--- config.mk ---
export PLATFORM = sky130hd
export DESIGN_NAME = slope_resistance_ratio_sequencer
export DESIGN_NICKNAME = d
export VERILOG_FILES = /design/src/srrs_pkg.sv /design/src/srrs_sequencer.sv /design/src/srrs_divider.sv /design/src/srrs_datapath.sv /design/src/slope_resistance_ratio_sequencer.sv
export SDC_FILE = /design/constraint.sdc
export NUM_CORES = 1
export LEC_CHECK = 0
export BUFFER_PORTS_ARGS = -buffer_cell sky130_fd_sc_hd__buf_4
export CORE_MARGIN = 1.5
export CORE_UTILIZATION = 50
export CTS_CLUSTER_DIAMETER = 50
export DETAILED_ROUTE_END_ITERATION = 8
export GPL_TIMING_DRIVEN = 0
export PLACE_DENSITY = 0.76
export SYNTH_ARGS = -nofsm -noshare
export SYNTH_HDL_FRONTEND = slang
export SYNTH_SLANG_ARGS = --single-unit
export TNS_END_PERCENT = 100
--- constraint.sdc ---
create_clock -name clk -period 4.9 [get_ports clk]
set_input_delay 0.49 -clock clk [delete_from_list [all_inputs] [get_ports clk]]
set_output_delay 0.49 -clock clk [all_outputs]
set_load 0.01 [all_outputs]
--- src/srrs_pkg.sv ---
// Shared types, constants and the microcode table of the slope resistance ratio sequencer.
`timescale 1ns / 1ps

package srrs_pkg;

  localparam int CFG_W     = 16;
  localparam int CFG_IDX_W = 3;
  localparam int SCALE_W   = 8;
  localparam int REPORT_W  = 16;
  localparam int RATIO_W   = 24;
  localparam int DIV_STEPS = RATIO_W;
  localparam int STEP_W    = 3;

  localparam logic [CFG_IDX_W-1:0] CFG_DISCHARGE = 3'd0;
  localparam logic [CFG_IDX_W-1:0] CFG_CHARGE    = 3'd1;
  localparam logic [CFG_IDX_W-1:0] CFG_PERIOD    = 3'd2;
  localparam logic [CFG_IDX_W-1:0] CFG_SCALE     = 3'd3;

  localparam logic [CFG_W-1:0]   DISCHARGE_RESET = 16'd33;
  localparam logic [CFG_W-1:0]   CHARGE_RESET    = 16'd32;
  localparam logic [CFG_W-1:0]   PERIOD_RESET    = 16'd32768;
  localparam logic [SCALE_W-1:0] SCALE_RESET     = 8'd100;

  localparam logic [STEP_W-1:0] STEP_IDLE      = 3'd0;
  localparam logic [STEP_W-1:0] STEP_EVAL      = 3'd1;
  localparam logic [STEP_W-1:0] STEP_DIV_START = 3'd2;
  localparam logic [STEP_W-1:0] STEP_DIV_WAIT  = 3'd3;
  localparam logic [STEP_W-1:0] STEP_EMIT      = 3'd4;

  typedef enum logic [3:0] {
    PH_DISCHARGE   = 4'b0001,
    PH_CHARGE      = 4'b0010,
    PH_COUNT_START = 4'b0100,
    PH_COUNTING    = 4'b1000
  } phase_t;

  typedef enum logic [2:0] {
    OP_NOP,
    OP_ACCEPT,
    OP_EVAL,
    OP_DIV_START,
    OP_EMIT
  } op_t;

  typedef enum logic [2:0] {
    JC_NONE,
    JC_NO_INPUT,
    JC_NO_PAIR,
    JC_DIV_BUSY,
    JC_OUT_FULL
  } jc_t;

  typedef struct packed {
    op_t               op;
    jc_t               cond;
    logic [STEP_W-1:0] target;
    logic              last;
  } ucode_t;

  typedef struct packed {
    logic in_valid;
    logic pair_done;
    logic div_busy;
    logic out_full;
  } flags_t;

  // One control word per step; a taken condition jumps to target, otherwise the
  // program falls through, or returns to the idle step after the last word.
  function automatic ucode_t ucode_rom(input logic [STEP_W-1:0] addr);
    ucode_t w;
    case (addr)
      STEP_IDLE:      w = '{op: OP_ACCEPT,    cond: JC_NO_INPUT, target: STEP_IDLE,     last: 1'b0};
      STEP_EVAL:      w = '{op: OP_EVAL,      cond: JC_NO_PAIR,  target: STEP_EMIT,     last: 1'b0};
      STEP_DIV_START: w = '{op: OP_DIV_START, cond: JC_NONE,     target: STEP_IDLE,     last: 1'b0};
      STEP_DIV_WAIT:  w = '{op: OP_NOP,       cond: JC_DIV_BUSY, target: STEP_DIV_WAIT, last: 1'b0};
      STEP_EMIT:      w = '{op: OP_EMIT,      cond: JC_OUT_FULL, target: STEP_EMIT,     last: 1'b1};
      default:        w = '{op: OP_NOP,       cond: JC_NONE,     target: STEP_IDLE,     last: 1'b1};
    endcase
    return w;
  endfunction

endpackage

--- src/srrs_sequencer.sv ---
// Step counter and microcode fetch with conditional jumps.
`timescale 1ns / 1ps

module srrs_sequencer import srrs_pkg::*; (
  input  logic              clk,
  input  logic              rst,
  input  flags_t            flags,
  output ucode_t            uc,
  output logic [STEP_W-1:0] step
);

  logic [STEP_W-1:0] step_next;
  logic              take;

  assign uc = ucode_rom(step);

  always_comb begin
    unique case (uc.cond)
      JC_NONE:     take = 1'b0;
      JC_NO_INPUT: take = !flags.in_valid;
      JC_NO_PAIR:  take = !flags.pair_done;
      JC_DIV_BUSY: take = flags.div_busy;
      JC_OUT_FULL: take = flags.out_full;
      default:     take = 1'b0;
    endcase
    if (take) begin
      step_next = uc.target;
    end else if (uc.last) begin
      step_next = STEP_IDLE;
    end else begin
      step_next = step + STEP_W'(1);
    end
  end

  always_ff @(posedge clk) begin
    if (rst) begin
      step <= STEP_IDLE;
    end else begin
      step <= step_next;
    end
  end

endmodule

--- src/srrs_divider.sv ---
// Restoring divider, one quotient bit per cycle.
`timescale 1ns / 1ps

module srrs_divider import srrs_pkg::*; (
  input  logic                clk,
  input  logic                rst,
  input  logic                start,
  input  logic [RATIO_W-1:0]  dividend,
  input  logic [REPORT_W-1:0] divisor,
  output logic                busy,
  output logic [RATIO_W-1:0]  quotient
);

  localparam int CNT_W = $clog2(DIV_STEPS + 1);

  logic [CNT_W-1:0]    cnt;
  logic [REPORT_W-1:0] rem;
  logic [REPORT_W-1:0] dvs;
  logic [REPORT_W:0]   shifted;
  logic [REPORT_W:0]   diff;
  logic                fits;

  assign busy    = (cnt != '0);
  assign shifted = {rem, quotient[RATIO_W-1]};
  assign diff    = shifted - {1'b0, dvs};
  assign fits    = (shifted >= {1'b0, dvs});

  always_ff @(posedge clk) begin
    if (rst) begin
      cnt <= '0;
    end else if (start) begin
      cnt <= CNT_W'(DIV_STEPS);
    end else if (busy) begin
      cnt <= cnt - CNT_W'(1);
    end
  end

  always_ff @(posedge clk) begin
    if (start) begin
      rem      <= '0;
      dvs      <= divisor;
      quotient <= dividend;
    end else if (busy) begin
      rem      <= fits ? diff[REPORT_W-1:0] : shifted[REPORT_W-1:0];
      quotient <= {quotient[RATIO_W-2:0], fits};
    end
  end

endmodule

--- src/srrs_datapath.sv ---
// Phase state, counters, configuration registers, multiply and output register.
`timescale 1ns / 1ps

module srrs_datapath import srrs_pkg::*; #(
  parameter int COUNT_WIDTH = 16
) (
  input  logic                 clk,
  input  logic                 rst,
  input  ucode_t               uc,
  input  logic                 in_valid,
  input  logic                 cmp_above,
  input  logic                 cfg_we,
  input  logic [CFG_IDX_W-1:0] cfg_index,
  input  logic [CFG_W-1:0]     cfg_data,
  input  logic                 out_stall,
  output flags_t               flags,
  output logic                 out_valid,
  output logic                 active_channel,
  output logic                 pin_level,
  output logic                 done_res,
  output logic [REPORT_W-1:0]  meas_count,
  output logic [REPORT_W-1:0]  ref_count,
  output logic [RATIO_W-1:0]   ratio,
  output logic                 div_by_zero
);

  localparam int XW   = (COUNT_WIDTH > REPORT_W) ? COUNT_WIDTH : REPORT_W;
  localparam int CMPW = XW + 1;

  logic [CFG_W-1:0]   discharge_ticks;
  logic [CFG_W-1:0]   charge_ticks;
  logic [CFG_W-1:0]   count_period;
  logic [SCALE_W-1:0] ratio_scale;

  phase_t                 phase, phase_next;
  logic                   channel, channel_next;
  logic [COUNT_WIDTH-1:0] tick_count, tick_count_next;
  logic [COUNT_WIDTH-1:0] held_meas_count, held_meas_count_next;

  logic                above_q, chan_q, pin_q, done_q, dz_q;
  logic [REPORT_W-1:0] mc_q, rc_q;

  logic                   accept;
  logic                   out_full;
  logic [CMPW-1:0]        tc_inc;
  logic                   tc_max, dis_over, chg_over, wrap;
  logic [COUNT_WIDTH-1:0] tc_step, tc_cnt;
  logic [XW-1:0]          tc_ext, held_ext;
  logic                   ev_done;
  logic [REPORT_W-1:0]    ev_mc, ev_rc;
  logic                   div_busy;
  logic [RATIO_W-1:0]     quotient;
  logic [RATIO_W-1:0]     product;

  assign accept   = in_valid && (uc.op == OP_ACCEPT);
  assign out_full = out_valid && out_stall;

  assign flags = '{in_valid: in_valid, pair_done: ev_done, div_busy: div_busy,
                   out_full: out_full};

  always_ff @(posedge clk) begin
    if (rst) begin
      discharge_ticks <= DISCHARGE_RESET;
      charge_ticks    <= CHARGE_RESET;
      count_period    <= PERIOD_RESET;
      ratio_scale     <= SCALE_RESET;
    end else if (cfg_we) begin
      case (cfg_index)
        CFG_DISCHARGE: discharge_ticks <= cfg_data;
        CFG_CHARGE:    charge_ticks    <= cfg_data;
        CFG_PERIOD:    count_period    <= cfg_data;
        CFG_SCALE:     ratio_scale     <= cfg_data[SCALE_W-1:0];
        default:       ;
      endcase
    end
  end

  // Timed phases also end when a narrow counter reaches all ones.
  always_comb begin
    tc_inc   = CMPW'(tick_count) + CMPW'(1);
    tc_max   = &tick_count;
    dis_over = (tc_inc >= CMPW'(discharge_ticks)) || tc_max;
    chg_over = (tc_inc >= CMPW'(charge_ticks)) || tc_max;
    tc_ext   = XW'(tick_count);
    held_ext = XW'(held_meas_count);
    wrap     = (tc_ext >= XW'(count_period));
    tc_step  = tick_count + COUNT_WIDTH'(1);
    tc_cnt   = wrap ? '0 : tc_step;

    phase_next           = phase;
    channel_next         = channel;
    tick_count_next      = tick_count;
    held_meas_count_next = held_meas_count;
    ev_done              = 1'b0;
    ev_mc                = '0;
    ev_rc                = '0;

    unique case (phase)
      PH_DISCHARGE: begin
        if (dis_over) begin
          phase_next      = PH_CHARGE;
          tick_count_next = '0;
        end else begin
          tick_count_next = tc_step;
        end
      end
      PH_CHARGE: begin
        if (chg_over) begin
          phase_next      = PH_COUNT_START;
          tick_count_next = '0;
        end else begin
          tick_count_next = tc_step;
        end
      end
      PH_COUNT_START: begin
        // A comparator already low means the charge did not take; start over.
        if (!above_q) begin
          phase_next      = PH_DISCHARGE;
          tick_count_next = '0;
        end else begin
          phase_next      = PH_COUNTING;
          tick_count_next = tc_cnt;
        end
      end
      PH_COUNTING: begin
        if (above_q) begin
          tick_count_next = tc_cnt;
        end else if (!channel) begin
          held_meas_count_next = tick_count;
          channel_next         = 1'b1;
          phase_next           = PH_DISCHARGE;
          tick_count_next      = '0;
        end else begin
          ev_done         = 1'b1;
          ev_mc           = held_ext[REPORT_W-1:0];
          ev_rc           = tc_ext[REPORT_W-1:0];
          channel_next    = 1'b0;
          phase_next      = PH_DISCHARGE;
          tick_count_next = '0;
        end
      end
      default: begin
        phase_next      = PH_DISCHARGE;
        tick_count_next = '0;
      end
    endcase
  end

  always_ff @(posedge clk) begin
    if (rst) begin
      phase           <= PH_DISCHARGE;
      channel         <= 1'b0;
      tick_count      <= '0;
      held_meas_count <= '0;
    end else if (uc.op == OP_EVAL) begin
      phase           <= phase_next;
      channel         <= channel_next;
      tick_count      <= tick_count_next;
      held_meas_count <= held_meas_count_next;
    end
  end

  // The beat's pin fields show the state before the tick is applied.
  always_ff @(posedge clk) begin
    if (accept) begin
      above_q <= cmp_above;
      chan_q  <= channel;
      pin_q   <= (phase == PH_CHARGE);
    end
    if (uc.op == OP_EVAL) begin
      done_q <= ev_done;
      mc_q   <= ev_mc;
      rc_q   <= ev_rc;
      dz_q   <= ev_done && (ev_rc == '0);
    end
  end

  // 8 x 16 bits always fits 24 bits, so the quotient never needs saturation.
  assign product = RATIO_W'(ratio_scale) * RATIO_W'(mc_q);

  srrs_divider u_div (
    .clk      (clk),
    .rst      (rst),
    .start    (uc.op == OP_DIV_START),
    .dividend (product),
    .divisor  (rc_q),
    .busy     (div_busy),
    .quotient (quotient)
  );

  always_ff @(posedge clk) begin
    if (rst) begin
      out_valid <= 1'b0;
    end else if (uc.op == OP_EMIT && !out_full) begin
      out_valid <= 1'b1;
    end else if (out_valid && !out_stall) begin
      out_valid <= 1'b0;
    end
  end

  always_ff @(posedge clk) begin
    if (uc.op == OP_EMIT && !out_full) begin
      active_channel <= chan_q;
      pin_level      <= pin_q;
      done_res       <= done_q;
      meas_count     <= mc_q;
      ref_count      <= rc_q;
      ratio          <= (done_q && !dz_q) ? quotient : '0;
      div_by_zero    <= dz_q;
    end
  end

endmodule

--- src/slope_resistance_ratio_sequencer.sv ---
// Top level of the slope resistance ratio sequencer.
//
//   channel  direction  handshake            payload
//   in       input      in_valid / in_stall    cmp_above
//   out      output     out_valid / out_stall  active_channel, pin_level, done_res,
//                                              meas_count, ref_count, ratio, div_by_zero
//   cfg      input      cfg_we                 cfg_index, cfg_data
//
// A tick beat passes the evaluate and emit steps from acceptance to its result beat;
// the tick that closes a measurement pair also waits on the bit-serial divider.
// One tick is worked on at a time; the next is accepted while a result waits in the
// output register. A stalled output holds the program at its emit step.
// Reset is synchronous and restores the register reset values and the discharge phase
// of the unknown channel.
`timescale 1ns / 1ps

module slope_resistance_ratio_sequencer import srrs_pkg::*; #(
  parameter int COUNT_WIDTH = 16
) (
  input  logic                 clk,
  input  logic                 rst,
  input  logic                 in_valid,
  output logic                 in_stall,
  input  logic                 cmp_above,
  output logic                 out_valid,
  input  logic                 out_stall,
  output logic                 active_channel,
  output logic                 pin_level,
  output logic                 done_res,
  output logic [REPORT_W-1:0]  meas_count,
  output logic [REPORT_W-1:0]  ref_count,
  output logic [RATIO_W-1:0]   ratio,
  output logic                 div_by_zero,
  input  logic                 cfg_we,
  input  logic [CFG_IDX_W-1:0] cfg_index,
  input  logic [CFG_W-1:0]     cfg_data
);

  ucode_t            uc;
  flags_t            flags;
  logic [STEP_W-1:0] step;

  assign in_stall = (uc.op != OP_ACCEPT);

  srrs_sequencer u_seq (
    .clk   (clk),
    .rst   (rst),
    .flags (flags),
    .uc    (uc),
    .step  (step)
  );

  srrs_datapath #(
    .COUNT_WIDTH (COUNT_WIDTH)
  ) u_dp (
    .clk            (clk),
    .rst            (rst),
    .uc             (uc),
    .in_valid       (in_valid),
    .cmp_above      (cmp_above),
    .cfg_we         (cfg_we),
    .cfg_index      (cfg_index),
    .cfg_data       (cfg_data),
    .out_stall      (out_stall),
    .flags          (flags),
    .out_valid      (out_valid),
    .active_channel (active_channel),
    .pin_level      (pin_level),
    .done_res       (done_res),
    .meas_count     (meas_count),
    .ref_count      (ref_count),
    .ratio          (ratio),
    .div_by_zero    (div_by_zero)
  );

  a_accept_to_eval: assert property (@(posedge clk) disable iff (rst)
    (in_valid && !in_stall) |=> (step == STEP_EVAL))
    else $error("accepted tick did not move the program to its evaluate step");

  a_zero_ref_ratio: assert property (@(posedge clk) disable iff (rst)
    (out_valid && div_by_zero) |-> (done_res && ratio == '0 && ref_count == '0))
    else $error("zero reference beat carries a ratio or count");

  a_idle_fields_zero: assert property (@(posedge clk) disable iff (rst)
    (out_valid && !done_res) |-> (meas_count == '0 && ref_count == '0 && ratio == '0
                                  && !div_by_zero))
    else $error("beat without a finished pair carries result fields");

endmodule
==> results of run 1 <==
==> area by class of cell <==
cell class              instances  area [um^2]  share of cell area
plain buffers                  68          399              0.0209
clock buffers                  37          798              0.0418
clock inverters                21          194              0.0102
inverters                     186          698              0.0365
multi-input cells            1112         8870               0.465
flip-flops and latches        255         6500               0.340
well taps                     402          503              0.0263
repair buffers                138         1140              0.0595
==> logic make-up after synthesis <==
logic type                 synth area share
DFF                                   0.405
buffers and inverters                0.0624
AOI/OAI and AO/OA                     0.109
and+or+nand+nor                       0.183
xor gates and xnor gates             0.0230
adders and majority gates             0.197
muxes                                0.0202
==> synthesized netlist by cell type (30+ instances only) <==
cell type | number | area share
edfxtp_1 | 137 | 0.26
ha_1 | 116 | 0.091
mux2i_1 | 30 | 0.019
inv_1 | 184 | 0.043
nand2_1 | 207 | 0.049
dfxtp_1 | 118 | 0.15
nor2_1 | 66 | 0.015
clkbuf_1 | 47 | 0.011
a21oi_1 | 102 | 0.032
and2_1 | 134 | 0.052
and3_1 | 37 | 0.014
o21ai_0 | 47 | 0.015
fa_1 | 85 | 0.11
==> cell usage in the layout, fill, tap and decap left out, types with 42 or more instances in the layout <==
| cell | instances |
|---|---|
| a21oi_1 | 92 |
| clkbuf_1 | 45 |
| nand2_1 | 204 |
| dfxtp_1 | 112 |
| inv_1 | 181 |
| edfxtp_1 | 137 |
| ha_1 | 104 |
| fa_1 | 82 |
| nor2_1 | 66 |
| buf_4 | 128 |
| o21ai_0 | 42 |
| and2_1 | 122 |
==> what timing repair did <==
item                       in CTS  in global routing
gates resized for setup        59                 58
hold buffers                    0                  0
pin swaps                      15                 53
setup endpoints to repair      14                 11
buffers inserted               25                 26
==> per-layer routing <==
| layer | vias to the layer above | wire length, um | GRT usage |
|---|---|---|---|
| li1 | 5853 | - | - |
| met1 | 5976 | 16500 | 0.296 |
| met2 | 417 | 18900 | 0.389 |
| met3 | 74 | 2200 | 0.0259 |
| met4 | 0 | 1060 | 0.0760 |
| met5 | - | 0 | 0 |
==> worst max-delay path by stage <==
stage / to / from / slack [ns]
after global placement: u_dp.u_div.quotient[23]$_DFFE_PP_ / u_dp.ratio_scale[7]$_SDFFE_PP0P_ / -0.90
after CTS: u_dp.u_div.quotient[20]$_DFFE_PP_ / u_dp.mc_q[10]$_SDFFCE_PP0N_ / -0.02
after detailed placement: u_dp.u_div.quotient[23]$_DFFE_PP_ / u_dp.ratio_scale[7]$_SDFFE_PP0P_ / -0.92
final: u_dp.u_div.quotient[23]$_DFFE_PP_ / u_dp.mc_q[7]$_SDFFCE_PP0N_ / -0.08
after global routing: u_dp.u_div.quotient[23]$_DFFE_PP_ / u_dp.mc_q[4]$_SDFFCE_PP0N_ / -0.15
after floorplan: u_dp.u_div.quotient[21]$_DFFE_PP_ / u_dp.ratio_scale[7]$_SDFFE_PP0P_ / 0.08
==> metrics by stage <==
stage	total power, W	utilization	instance area, um^2	cells
floorplan	0.00722	-	16000	1621
global placement	0.00838	0.543	17100	2107
detailed placement	0.00861	0.546	17200	2111
CTS	0.0113	0.593	18700	2193
global route	0.0129	0.605	19100	2219
finish	0.0121	0.605	19100	2219
==> worst max-delay path: cells and delay by family (launching register included) <==
kind | cells | cell delay, ns
compound gates | 6 | 1.40
fa+ha+maj | 5 | 2.35
buf+inv | 3 | 0.28
flops | 1 | 0.45
simple gates | 2 | 0.26
==> report_power, final <==
part / switching (W) / internal, W
combinational: 0.00377 / 0.00295
clock: 0.000966 / 0.00124
sequential: 0.000255 / 0.00288
total: 0.00499 / 0.00707
==> flow_metrics.tcl, run 1 <==
set metrics [dict create \
    placementRows 65 \
    drive_gt1_frac 0.168 \
    rr_worst_depth 16 \
    hold_path_class "primary input to flop" \
    hpwl_um 27700 \
    ir_drop_mv 0.479 \
    ys_types 80 \
    layout.nets 2018 \
    worst_path_largest_cell_delay_ns 0.54 \
    setup_tns_ns -0.102 \
    die_h_um 182 \
    io_buffers 84 \
    ant_nets 0 \
    cp-end-kind "flop" \
    clockBufferDepth 3 \
    antennaDiodeCount 0 \
    cp_max_fo 5 \
    r2r_setup_slack_ns -0.08 \
    grt_overflow 0 \
    grt_pass1_wl_um 60200 \
    whs_path_depth 1 \
    powerDensity_nw_per_um2 631 \
    crit_path_start_kind "flop" \
    yosys_warnings 0 \
    fmax_mhz 201 \
    core_um2 31600 \
    htree_levels 1 \
    rsz0062_at_grt "true" \
    synth_edf_count 137 \
    p_leak_nw 8.07 \
    dieArea_um2 33100 \
    cts_tree "built" \
    grt_max_degree 32 \
    whs_endpoint "u_dp.above_q$_DFFE_PP_" \
    ys.flop_type "edfxtp_1" \
    via_per_inst 5.55 \
    wirelength_um 38600 \
    drt-wirelength-per-cell_um 17.4 \
    crit_required_ns 5.24 \
    cp.arrival_ns 5.32 \
    clk_pin_slew_ns 0.06 \
    drc 0 \
    period_share 1.02 \
    hold_violations 0 \
    setup_slack_ns -0.0794 \
    crit_type "flop to flop" \
    grtUsageTotal 0.226 \
    fillers 2583 \
    grt_pass1_vias 11895 \
    die_w_um 182 \
    crit_slowest_cell "fa_1" \
    synth_cells 1621 \
    rr_endpoint "u_dp.u_div.quotient[23]$_DFFE_PP_" \
    critPathMostFrequentCell "fa_1" \
    synth-async-reset-ratio 0 \
    dp_slack_ns -0.915 \
    violations "negative setup slack" \
    maxSlewHeadroom 0.280 \
    fin_crit_ns 4.98 \
    setup_violations 3 \
    cts_sinks 255 \
    gp_congestion 0.892 \
    root_buffer "clkbuf_16" \
    syn_avg_cell_area_um2 9.87 \
    status "finished with violations" \
    seq_area_frac_synth 0.405 \
    drt_iter0_markers 759 \
    holdWs_ns 0.0771 \
    first_pass_iters 5 \
    io_pins 87 \
    crit_chain "buf_4, and2_1, fa_1, fa_1, fa_1, inv_1, fa_1, inv_1, ha_4, a21oi_4, nor2_1, a211oi_2, o21ai_4, a211oi_4, a21oi_2, a311oi_2" \
    worst_slew_pin_slew_ns 1.08 \
    syn_area_um2 16000 \
    ys_ff_latch 255 \
    antenna_found_initial 0 \
    syn-num-nets 1847 \
    hold_start "cmp_above" \
    initial_core_util 0.507 \
    r2r_start "u_dp.mc_q[7]$_SDFFCE_PP0N_" \
    numCtsBuffers 31 \
    clkLatencyLatePin_ns 0.59 \
    maxCapViolCount 0 \
    area_growth_pct 19.4 \
    largestRegisters "u_dp.ratio x24, u_dp.u_div.quotient x24" \
    num_vias 12320 \
    drv_slew 0 \
    finClkSkew_ns 0.0222 \
]
No activity file was read; power rests on OpenSTA's default activity.
==> inputs of run 2 (changes only) <==
SYNTH_HIERARCHICAL = 1   (was default)
==> flow_metrics.tcl, run 2 <==
set metrics [dict create \
    cts_tree "built" \
    rr_endpoint "u_dp/u_div/quotient[20]$_DFFE_PP_" \
    layout_commonest_cell "inv_1" \
    crit_chain "buf_6, and2_4, fa_1, fa_1, fa_1, inv_1, fa_1, inv_2, ha_4, a21o_1, a21oi_4, o21ai_2, o31ai_4, o21ai_1, a21oi_1, xnor2_1, mux2_4" \
    cts_sinks 255 \
    grt_max_degree 38 \
    ir_drop_mv 0.293 \
    cp.arrival_ns 5.34 \
    root_buffer "clkbuf_16" \
    maxSlewHeadroom 0.289 \
    period_share 1.02 \
    antenna_found_initial 0 \
    setup_violations 6 \
    final_util 0.613 \
    fillers 2428 \
    crit_path_start_kind "flop" \
    largestRegisters "u_dp/ratio x24, u_dp/u_div/quotient x24" \
    syn_avg_cell_area_um2 10.1 \
    rsz0062_at_grt "true" \
    fin_crit_ns 5.02 \
    num_vias 12187 \
    dieArea_um2 33300 \
    die_w_um 183 \
    area_growth_pct 20.4 \
    die_h_um 183 \
    drt-wirelength-per-cell_um 17.7 \
    antennaDiodeCount 0 \
    cp-end-kind "flop" \
    hold_start "cmp_above" \
    status "finished with violations" \
    drc 0 \
    worst_slew_pin_slew_ns 1.06 \
    hpwl_um 26900 \
    numCtsBuffers 30 \
    grt_pass1_wl_um 60600 \
    drive_gt1_frac 0.212 \
    io_pins 87 \
    synth_cells 1589 \
    first_pass_iters 5 \
    initial_core_util 0.510 \
    worst_path_largest_cell_delay_ns 0.53 \
    use_met3 0.0377 \
    whs_endpoint "u_dp/above_q$_DFFE_PP_" \
    maxCapViolCount 0 \
    cp_max_fo 6 \
    wirelength_um 38800 \
    cp_top_family "adder cells" \
    clockBufferDepth 3 \
    critPathMostFrequentCell "fa_1" \
    ant_nets 0 \
    grt_pass1_vias 12140 \
    rr_worst_depth 17 \
    powerDensity_nw_per_um2 451 \
    grtUsageTotal 0.227 \
    fin_total_pwr_w 0.00876 \
    htree_levels 1 \
    clkLatencyLatePin_ns 0.57 \
    io_buffers 85 \
    final_cell_mix "inv_1 (170), nand2_1 (157), edfxtp_1 (137)" \
    placementRows 65 \
    syn-num-nets 1814 \
    crit_slowest_cell "fa_1" \
    path_buf_inv 3 \
    grt_overflow 0 \
    layout.nets 1994 \
    violations "negative setup slack" \
    crit_required_ns 5.22 \
    finClkSkew_ns 0.0174 \
    met1_usage 0.289 \
    drt_iter0_markers 828 \
    syn_area_um2 16100 \
    top_usage_layer "met2" \
    p_leak_nw 8.21 \
    r2r_setup_slack_ns -0.12 \
    drv_slew 0 \
    hold_path_class "primary input to flop" \
    gp_congestion 0.902 \
    r2r_start "u_dp/mc_q[5]$_SDFFCE_PP0N_" \
    clk_pin_slew_ns 0.06 \
    yosys_warnings 6 \
    setup_tns_ns -0.275 \
    crit_type "flop to flop" \
    fmax_mhz 199 \
    gr-usage-met2 0.387 \
    core_um2 31600 \
    hold_violations 0 \
    setup_slack_ns -0.122 \
    whs_path_depth 1 \
    via_per_inst 5.55 \
]
run 2: area by class of cell:
| cell class | instances | area [um^2] | share of cell area |
|---|---|---|---|
| repair buffers | 148 | 1200 | 0.0617 |
| well taps | 402 | 503 | 0.0259 |
| multi-input cells | 1079 | 9090 | 0.468 |
| inverters | 187 | 702 | 0.0362 |
| flip-flops and latches | 255 | 6500 | 0.335 |
| plain buffers | 68 | 457 | 0.0235 |
| clock buffers | 44 | 823 | 0.0424 |
| clock inverters | 12 | 136 | 0.00703 |
run 2: worst max path at each step:
stage	end	slack, ns	cells after the start	from
detailed placement	u_dp/u_div/quotient[23]$_DFFE_PP_	-0.66	17	u_dp/ratio_scale[3]$_SDFFE_PP0P_
finish	u_dp/u_div/quotient[20]$_DFFE_PP_	-0.12	17	u_dp/mc_q[5]$_SDFFCE_PP0N_
global route	u_dp/u_div/quotient[20]$_DFFE_PP_	-0.26	18	u_dp/mc_q[7]$_SDFFCE_PP0N_
CTS	u_dp/u_div/quotient[20]$_DFFE_PP_	0.003	18	u_dp/mc_q[7]$_SDFFCE_PP0N_
floorplan	u_dp/u_div/quotient[19]$_DFFE_PP_	0.04	17	u_dp/ratio_scale[3]$_SDFFE_PP0P_
global placement	u_dp/u_div/quotient[23]$_DFFE_PP_	-0.66	17	u_dp/ratio_scale[3]$_SDFFE_PP0P_
run 2: power breakdown:
part,switching (W),total (W),internal [W]
clock network,0.000893,0.00213,0.00123
registers,0.000192,0.00290,0.00271
logic,0.00204,0.00373,0.00169
total,0.00313,0.00876,0.00563
run 2: what timing repair did:
item / 4_1_cts / 5_1_grt
gates resized for setup: 99 / 70
setup buffers: 37 / 22
pin swaps: 68 / 66
endpoints found under the setup margin: 13 / 12
hold buffers: 0 / 0
gates cloned: 1 / 1
run 2: stage by stage:
step	hold slack, ns	setup WS, ns	cell area (um^2)	instances
5_1_grt	0.0699	-0.261	19400	2195
3_5_place_dp	0.408	-0.657	17300	2077
6_report	0.0976	-0.122	19400	2195
3_3_place_gp	0.404	-0.658	17300	2076
4_1_cts	0.0682	0.00293	19000	2171
2_1_floorplan	0.400	0.0361	16100	1589
run 2: metal layers:
layer,vias to the layer above,share of wire
met5,-,0
met1,5858,0.42
met4,0,0.035
met2,435,0.48
li1,5781,-
met3,113,0.059
run 2: worst register-to-register path: stages, from the launching register on:
cell      delay [ns]
edfxtp_1        0.44
buf_6           0.17
and2_4          0.16
fa_1            0.51
fa_1            0.53
fa_1            0.52
inv_1           0.06
fa_1            0.49
inv_2           0.05
ha_4            0.23
a21o_1          0.18
a21oi_4         0.25
o21ai_2         0.12
o31ai_4         0.31
o21ai_1         0.09
a21oi_1         0.27
xnor2_1         0.13
mux2_4          0.27
==> inputs of run 3 (changes only) <==
ABC_CLOCK_PERIOD_IN_PS = 4900   (was default)
SETUP_SLACK_MARGIN = 0.5   (was default)
==> flow_metrics.tcl, run 3 (synthesized netlist as in run 2, its figures left out) <==
set metrics [dict create \
    crit_required_ns 5.21 \
    grt_pass1_vias 12114 \
    hold_path_class "primary input to flop" \
    numCtsBuffers 29 \
    powerDensity_nw_per_um2 451 \
    drc 0 \
    whs_endpoint "u_dp/above_q$_DFFE_PP_" \
    cp_max_fo 7 \
    area_growth_pct 20.6 \
    place_area_um2 17600 \
    period_share 1.02 \
    worst_slew_pin_slew_ns 1.04 \
    grt_max_degree 38 \
    crit_path_start_kind "flop" \
    r2r_setup_slack_ns -0.08 \
    drt_iter0_markers 793 \
    cts_hold_buffers 0 \
    layout_commonest_cell "inv_1" \
    crit_slowest_cell "fa_1" \
    die_h_um 183 \
    largestRegisters "u_dp/ratio x24, u_dp/u_div/quotient x24" \
    drt-wirelength-per-cell_um 17.4 \
    holdWs_ns 0.111 \
    wirelength_um 38000 \
    cts_sinks 255 \
    gp_congestion 0.910 \
    fin_cells 2191 \
    fmax_mhz 201 \
    root_buffer "clkbuf_16" \
    violations "negative setup slack" \
    setup_slack_ns -0.0774 \
    layout.nets 1991 \
    crit_cells 17 \
    core_um2 31600 \
    cp-end-kind "flop" \
    p_leak_nw 8.24 \
    finClkSkew_ns 0.0127 \
    hold_start "cmp_above" \
    rr_worst_depth 17 \
    maxCapViolCount 0 \
    crit_type "flop to flop" \
    path_buf_inv 3 \
    critPathMostFrequentCell "fa_1" \
    drv_slew 0 \
    grt_pass1_wl_um 60600 \
    multi_input_area_um2 9110 \
    io_pins 87 \
    fin_crit_ns 4.98 \
    initial_core_util 0.510 \
    design_area_um2 19400 \
    dieArea_um2 33300 \
    maxSlewHeadroom 0.305 \
    ant_nets 0 \
    rsz0062_at_grt "true" \
    ir_drop_mv 0.310 \
    antennaDiodeCount 0 \
    status "finished with violations" \
    via_per_inst 5.46 \
    whs_path_depth 1 \
    numPlacedInstances 2077 \
    final_cell_mix "inv_1 (167), nand2_1 (157), edfxtp_1 (137)" \
    crit_chain "and2_4, fa_1, fa_1, fa_1, inv_1, fa_1, inv_2, ha_4, o21a_1, nor2_4, a211oi_2, buf_4, or3_1, a21oi_2, o21ai_2, xnor2_1, mux2_2" \
    num_vias 11968 \
    grtUsageTotal 0.228 \
    grt_overflow 0 \
    fillers 2486 \
    hpwl_um 27700 \
    htree_levels 1 \
    clkLatencyLatePin_ns 0.56 \
    cp_top_family "adder cells" \
    hold_violations 0 \
    antenna_found_initial 0 \
    clockBufferDepth 3 \
    first_pass_iters 5 \
    clk_pin_slew_ns 0.06 \
    placementRows 65 \
    rr_endpoint "u_dp/u_div/quotient[19]$_DFFE_PP_" \
    register_area_um2 6500 \
    worst_path_largest_cell_delay_ns 0.56 \
    cts_tree "built" \
    setup_violations 5 \
    die_w_um 183 \
    io_buffers 85 \
    r2r_start "u_dp/mc_q[4]$_SDFFCE_PP0N_" \
    cp.arrival_ns 5.29 \
    drive_gt1_frac 0.220 \
]
## run 3: worst max-delay path by stage
stage                                startpoint                                end  slack [ns]
floorplan            u_dp/mc_q[3]$_SDFFCE_PP0N_  u_dp/u_div/quotient[19]$_DFFE_PP_        0.32
global placement       u_seq/step[0]$_SDFF_PP0_       u_dp/ratio[10]$_SDFFCE_PN0P_       -0.38
CTS                 u_dp/mc_q[11]$_SDFFCE_PP0N_  u_dp/u_div/quotient[23]$_DFFE_PP_       0.002
global route         u_dp/mc_q[4]$_SDFFCE_PP0N_  u_dp/u_div/quotient[17]$_DFFE_PP_       -0.21
detailed placement  u_dp/mc_q[10]$_SDFFCE_PP0N_  u_dp/u_div/quotient[23]$_DFFE_PP_       -0.20
finish               u_dp/mc_q[4]$_SDFFCE_PP0N_  u_dp/u_div/quotient[19]$_DFFE_PP_       -0.08
## run 3: what timing repair did
item | CTS | global route
setup buffers | 47 | 12
gates resized for setup | 71 | 28
pin swaps | 46 | 42
endpoints found under the setup margin | 13 | 16
## run 3: per-layer routing
metal / GRT usage / share of wire / vias up
li1: - / - / 5773
met4: 0.0932 / 0.037 / 0
met2: 0.388 / 0.48 / 358
met3: 0.0321 / 0.049 / 99
met1: 0.292 / 0.43 / 5738
met5: 0 / 0 / -
## run 3: power breakdown
part           internal [W]  total [W]  switching (W)
logic               0.00173    0.00377        0.00204
clock network       0.00119    0.00208       0.000883
registers           0.00271    0.00291       0.000201
## run 3: cell type report
class | instances | area share
clock buffer | 33 | 0.0396
clock inverter | 21 | 0.00830
tap | 402 | 0.0259
timing repair buffer | 146 | 0.0623
inverter | 187 | 0.0361
multi-input combinational | 1079 | 0.469
sequential | 255 | 0.334
buffer | 68 | 0.0251
## run 3: stage by stage
stage	worst slack, ns	util	setup TNS [ns]	total power [W]
6_report	-0.0774	0.615	-0.217	0.00876
5_1_grt	-0.213	0.615	-1.04	0.00929
4_1_cts	0.00215	0.608	0	0.00864
3_5_place_dp	-0.196	0.557	-0.364	0.00635
3_3_place_gp	-0.382	0.556	-22.45	0.00622
2_1_floorplan	0.322	-	0	0.00556
